===== src/rtl/ffvc_pkg.sv =====
// Shared types and constants for the first-fit vertex coloring block.
// Used by ffvc_ctrl, ffvc_dpath and the top level; depends on nothing.
package ffvc_pkg;

    localparam int ID_W    = 12;
    localparam int COLOR_W = 6;
    localparam int MAXC_W  = 7;

    localparam logic [MAXC_W-1:0] MAX_COLORS_RESET = 7'd64;

    // Commands from the controller to the datapath.
    typedef struct packed {
        logic clear;     // write zero at the sweep address
        logic capture;   // input word accepted, issue table reads
        logic exec;      // apply the captured word
        logic load_out;  // load the output register with a result
    } ffvc_cmd_t;

    // Status from the datapath to the controller.
    typedef struct packed {
        logic clear_done;  // sweep is at its final entry
        logic last;        // captured word closes its adjacency list
    } ffvc_status_t;

endpackage


===== src/rtl/ffvc_ctrl.sv =====
// Controller of the vertex coloring block: clearing sweep, word accept and
// result hand-off. Depends on ffvc_pkg.
module ffvc_ctrl
    import ffvc_pkg::*;
(
    input  logic         clk,
    input  logic         rst_n,
    input  logic         in_valid,
    output logic         in_ready,
    output logic         out_valid,
    input  logic         out_ready,
    input  ffvc_status_t status,
    output ffvc_cmd_t    cmd
);

    typedef enum logic [2:0] {
        S_CLEAR = 3'b001,
        S_IDLE  = 3'b010,
        S_EXEC  = 3'b100
    } state_t;

    state_t state_reg, state_next;
    logic   out_valid_reg, out_valid_next;
    logic   out_free;

    assign out_free  = !out_valid_reg || out_ready;
    assign in_ready  = (state_reg == S_IDLE);
    assign out_valid = out_valid_reg;

    always_comb
    begin
        state_next = state_reg;
        cmd        = '0;
        unique case (state_reg)
            S_CLEAR:
            begin
                cmd.clear = 1'b1;
                if (status.clear_done)
                begin
                    state_next = S_IDLE;
                end
            end
            S_IDLE:
            begin
                if (in_valid)
                begin
                    cmd.capture = 1'b1;
                    state_next  = S_EXEC;
                end
            end
            S_EXEC:
            begin
                // A closing word waits here until the output register is free.
                if (!status.last || out_free)
                begin
                    cmd.exec     = 1'b1;
                    cmd.load_out = status.last;
                    state_next   = S_IDLE;
                end
            end
            default:
            begin
                state_next = S_CLEAR;
            end
        endcase
    end

    always_comb
    begin
        if (cmd.load_out)
        begin
            out_valid_next = 1'b1;
        end
        else if (out_ready)
        begin
            out_valid_next = 1'b0;
        end
        else
        begin
            out_valid_next = out_valid_reg;
        end
    end

    always_ff @(posedge clk or negedge rst_n)
    begin
        if (!rst_n)
        begin
            state_reg     <= S_CLEAR;
            out_valid_reg <= 1'b0;
        end
        else
        begin
            state_reg     <= state_next;
            out_valid_reg <= out_valid_next;
        end
    end

    a_no_overwrite: assert property (@(posedge clk) disable iff (!rst_n)
        cmd.load_out |-> (!out_valid_reg || out_ready))
        else $error("pending result overwritten");

    a_accept_then_busy: assert property (@(posedge clk) disable iff (!rst_n)
        (in_valid && in_ready) |=> !in_ready)
        else $error("second word accepted before the first was applied");

    a_exec_exclusive: assert property (@(posedge clk) disable iff (!rst_n)
        cmd.exec |-> (!cmd.clear && !cmd.capture && $past(in_ready)
                      || cmd.exec && !cmd.clear && !cmd.capture && !in_ready))
        else $error("apply overlaps clearing or accept");

endmodule


===== config.mk =====
export PLATFORM = sky130hd
export DESIGN_NAME = ffvc_ctrl
export DESIGN_NICKNAME = d
export VERILOG_FILES = /design/src/rtl/ffvc_pkg.sv /design/src/rtl/ffvc_ctrl.sv
export SDC_FILE = /design/constraint.sdc
export NUM_CORES = 1
export LEC_CHECK = 0
export ABC_AREA = 1
export BUFFER_PORTS_ARGS = -buffer_cell sky130_fd_sc_hd__buf_2
export CORE_AREA = 2 2 39 41
export DETAILED_ROUTE_END_ITERATION = 16
export DIE_AREA = 0 0 41 43
export PLACE_DENSITY = 0.49
export SKIP_CTS_REPAIR_TIMING = 1
export SKIP_LAST_GASP = 1
export SLEW_MARGIN = 20
export SYNTH_ARGS = -nofsm -noshare
export SYNTH_HDL_FRONTEND = slang
export SYNTH_SLANG_ARGS = --single-unit

===== constraint.sdc =====
create_clock -name clk -period 1.3 [get_ports clk]
set_input_delay 0.26 -clock clk [delete_from_list [all_inputs] [get_ports clk]]
set_output_delay 0.26 -clock clk [all_outputs]
set_load 0.02 [all_outputs]

# == After elaboration in Yosys (flattened, before gate mapping) ==
# Index checks and enable logic that the tools add are counted.
# word_totals
output_inout_bits,6
elab_cells,25
register_bits,4
# classes
eq_ne,6
reduce_logical,6
n_mux,11
# op_table
operator,n
3-bit two-way mux,3
3-bit one-hot mux with 3 select lines,1
"2-bit != test, second input constant",3
1-bit two-way mux,5
2-bit two-way mux,2
"3-bit by 1-bit == test with 1-bit output, second input constant",1
"3-bit by 2-bit == test with 1-bit output, second input constant",1
"3-bit == test, second input constant",1
3-bit AND reduction,1
1-bit logical NOT,2
1-bit logical OR,2
2-bit nonzero test,1

# == Longest topological paths before layout ==
# depth
ltp_word,6
mapped_depth,6
ltp_nobuf,6

# == Least setup slack after synthesis ==
# No wires, ideal clock.
# synth_path
path_kind,register -> output
startpoint,reg state_reg[1]
endpoint,out cmd[0] in the netlist's numbering
arrival_ps,916
setup_slack_ps,124
stages_incl_launch_ff,7
path_buffers,1
required_ps,1040
path_cell_list,dfrtp_1 > inv_2 > nand2_1 > nor2_1 > nand2_1 > a21oi_2 > buf_4
# synth_lines
element,line_no,text
from (decl),ffvc_ctrl.sv:22,"state_t state_reg, state_next;"
from (signal assigned),ffvc_ctrl.sv:93,state_reg <= state_next;
to (decl),ffvc_ctrl.sv:13,output ffvc_cmd_t cmd

==> implementation parameters <==
Parameter                              Value

Status
  Status ... complete, but fails checks
  Violations in the final reports ... setup timing

Setup path
  Reg2Reg Depth ... 5
  Required arrival time at the worst endpoint ... approximately 1000 ps
  Capture point of the worst reg-to-reg path ... state_reg[1]
  Termination of the worst setup path ... cmd[0]
  Worst reg2reg setup slack ... between 200 and 300 ps
  Kind of critical path ... reg2out
  Kind of end point of the critical path ... output pin
  Data arrival, critical path ... 1160 ps
  CP Max Fanout ... 2
  Reg-to-Reg Start ... state_reg[0]
  Crit path launch type ... flip-flop
  Start point of the critical path ... state_reg[1]

Finish
  Non-filler cells in the finished layout ... 67
  Largest register FFs ... 3
  Highest-count cells in the layout ignoring fill and taps ... sky130_fd_sc_hd__inv_1 (7), sky130_fd_sc_hd__nand2_1 (7), sky130_fd_sc_hd__buf_2 (7)
  Post-layout utilization of the core ... 0.274
  Layout Nets ... 58
  Diode insertion count for antenna repair ... 0
  Ratio of cells with drive above 1 in the final layout ... 0.471
  Synthesis-to-layout area growth ... 52.3%

Clocking
  H-tree depth ... 1
  CTS tree ... built
  TritonCTS Sinks ... 4
  Root Driver ... sky130_fd_sc_hd__clkbuf_4
  Clk_lat worst skew ... roughly 240 ps
  Largest buffer count on any clock path ... 2
  Clock-pin slew reported for the worst setup and hold paths after clock tree synthesis ... 40 ps
  Clock buffers created by TritonCTS ... 3

STA
  Final hold violations ... 0
  Worst slew margin relative to its limit ... 0.892
  Slew at the pin with the worst max-slew slack ... 161 ps
  Final worst-path setup slack ... -115 ps
  Share of the clock period used by the worst path after layout ... 1.09
  Count of final setup violators ... 5
  Worst Clk Skew ... 7.44 ps
  RSZ-0062 raised after global routing ... yes
  Max Clock Freq ... just over 700 MHz
  Final min period ... 1420 ps
  Final Max Tran Viols ... 0

Die
  X dimension of the die ... 41 µm
  Initial core utilization ... 0.180
  Count of pins on the block boundary ... 12
  Vertical extent of the die ... 43 µm
  Total number of placement rows ... 14
  Area of the core ... roughly 1400 µm²
  Area of the die ... 1760 µm²

Place
  Number of port buffers ... 11
  Placed cell count ... a little over 60
  GP Congestion ... 0.671
  DP Wirelength ... about 430 µm

Global routing
  Combined global-route utilization of all metal layers ... 0.0767
  Vias in the first global route ... 250
  Antenna violations before repair ... 0
  Wire length of the first global-routing pass ... between 800 and 900 µm
  Maximum number of pins on one net before global-route repair ... 5
  Overall overflow remaining after global route ... 0

Route
  Residual DRC ... 0
  DRT antenna net count ... 0
  Total wire length ... 494 µm
  DR vias ... ~250
  Detailed-route wire length per cell ... roughly 7.4 µm
  Number of vias per cell ... around 3.8
  Router iterations before antenna repair ... 3
  DR iter-0 viols ... 7

Power
  Power density relative to cell area ... 1900 nW/µm²
  Peak supply drop ... 0.000429 V
  Total leakage power ... 0.222 nW

Yosys
  Avg Synthesized Cell Area ... 7.11 µm²
  Total nets after synthesis ... 41
  Number of synthesized register bits ... 4
  Yosys cell types ... 13
  Proportion of netlist area held by the largest area contributor ... 0.302
  Post-Syn Instances ... 35
  Cell type contributing the most total cell area after synthesis ... sky130_fd_sc_hd__dfrtp_1
  Post-synthesis cell area ... 249 µm²
  Sequential area share after synthesis ... 0.407
  Count of warnings emitted by yosys ... 0
  Ranking of synthesized cells by area ... sky130_fd_sc_hd__dfrtp_1 (30%), sky130_fd_sc_hd__inv_1 (12%), sky130_fd_sc_hd__dfstp_2 (11%)

Min path
  Beginning of the worst hold path ... status[0]
  Class of the tightest hold or removal check ... in2reg

Job
  Max-cap violations ... 0
-- how the worst min path moves through the flow --
stage,end,slack [ps],depth (start not counted)
3_3_place_gp,out_valid,70,1
2_1_floorplan,out_valid,-40,0
5_1_grt,out_valid,300,3
6_report,out_valid,280,3
4_1_cts,state_reg[2],-190,1
3_5_place_dp,out_valid,70,1
-- per-layer routing --
metal	track usage	vias to the layer above	routed length, µm
met4	0.0800	0	0
met5	0	-	0
met3	0.0471	0	30
met2	0.116	5	267
li1	-	137	-
met1	0.0588	112	196
-- metrics by stage --
stage                     setup TNS, ps  power (mW)  hold slack, ps  cell area [µm²]  worst slack (ps)
after floorplan                       0       0.426           -35.6              249               124
after global placement                0       0.524            66.6              324               104
after detailed placement              0       0.528            68.3              324              84.0
after CTS                          -620       0.707            -193              350              -180
after global routing               -738       0.782             305              379              -191
final                              -402       0.722             283              379              -115
-- synthesized netlist by cell type --
library cell / n
sky130_fd_sc_hd__a21oi_2: 1
sky130_fd_sc_hd__buf_4: 1
sky130_fd_sc_hd__dfrtp_1: 3
sky130_fd_sc_hd__dfstp_2: 1
sky130_fd_sc_hd__inv_1: 8
sky130_fd_sc_hd__inv_2: 1
sky130_fd_sc_hd__nand2_1: 7
sky130_fd_sc_hd__nand3_1: 1
sky130_fd_sc_hd__nand3_2: 2
sky130_fd_sc_hd__nand4_1: 1
sky130_fd_sc_hd__nor2_1: 7
sky130_fd_sc_hd__o21ai_0: 1
sky130_fd_sc_hd__o21ai_2: 1
-- worst max-delay path, cell delays in order, from the launching register on --
cell and delay (ps):
sky130_fd_sc_hd__dfrtp_1 390, sky130_fd_sc_hd__inv_2 60, sky130_fd_sc_hd__nand2_1 50, sky130_fd_sc_hd__nor2_2 100, sky130_fd_sc_hd__nand2_1 90, sky130_fd_sc_hd__a21oi_2 100, sky130_fd_sc_hd__buf_4 140
-- kinds of logic (layout without fill, tap and decap cells) --
kind of cell	after synthesis	in the layout	share of synthesized area
buf+inv	10	26	0.166
compound gates	3	3	0.0904
flops	4	4	0.407
simple gates	18	18	0.337
-- where the power goes --
group | switching (mW) | internal [mW] | leakage [nW]
logic | 0.197 | 0.139 | 0.157
clock network | 0.0535 | 0.115 | 0.0150
registers | 0.0396 | 0.177 | 0.0506
-- cell type report --
type                       instances  area, µm²
inverter                           9       33.8
timing repair buffer              13       86.3
tap                               16       20.0
clock buffer                       4       26.3
multi-input combinational         21        111
fill                             155       1000
sequential                         4        101
Note: power is estimated with default switching activity, not from simulation.
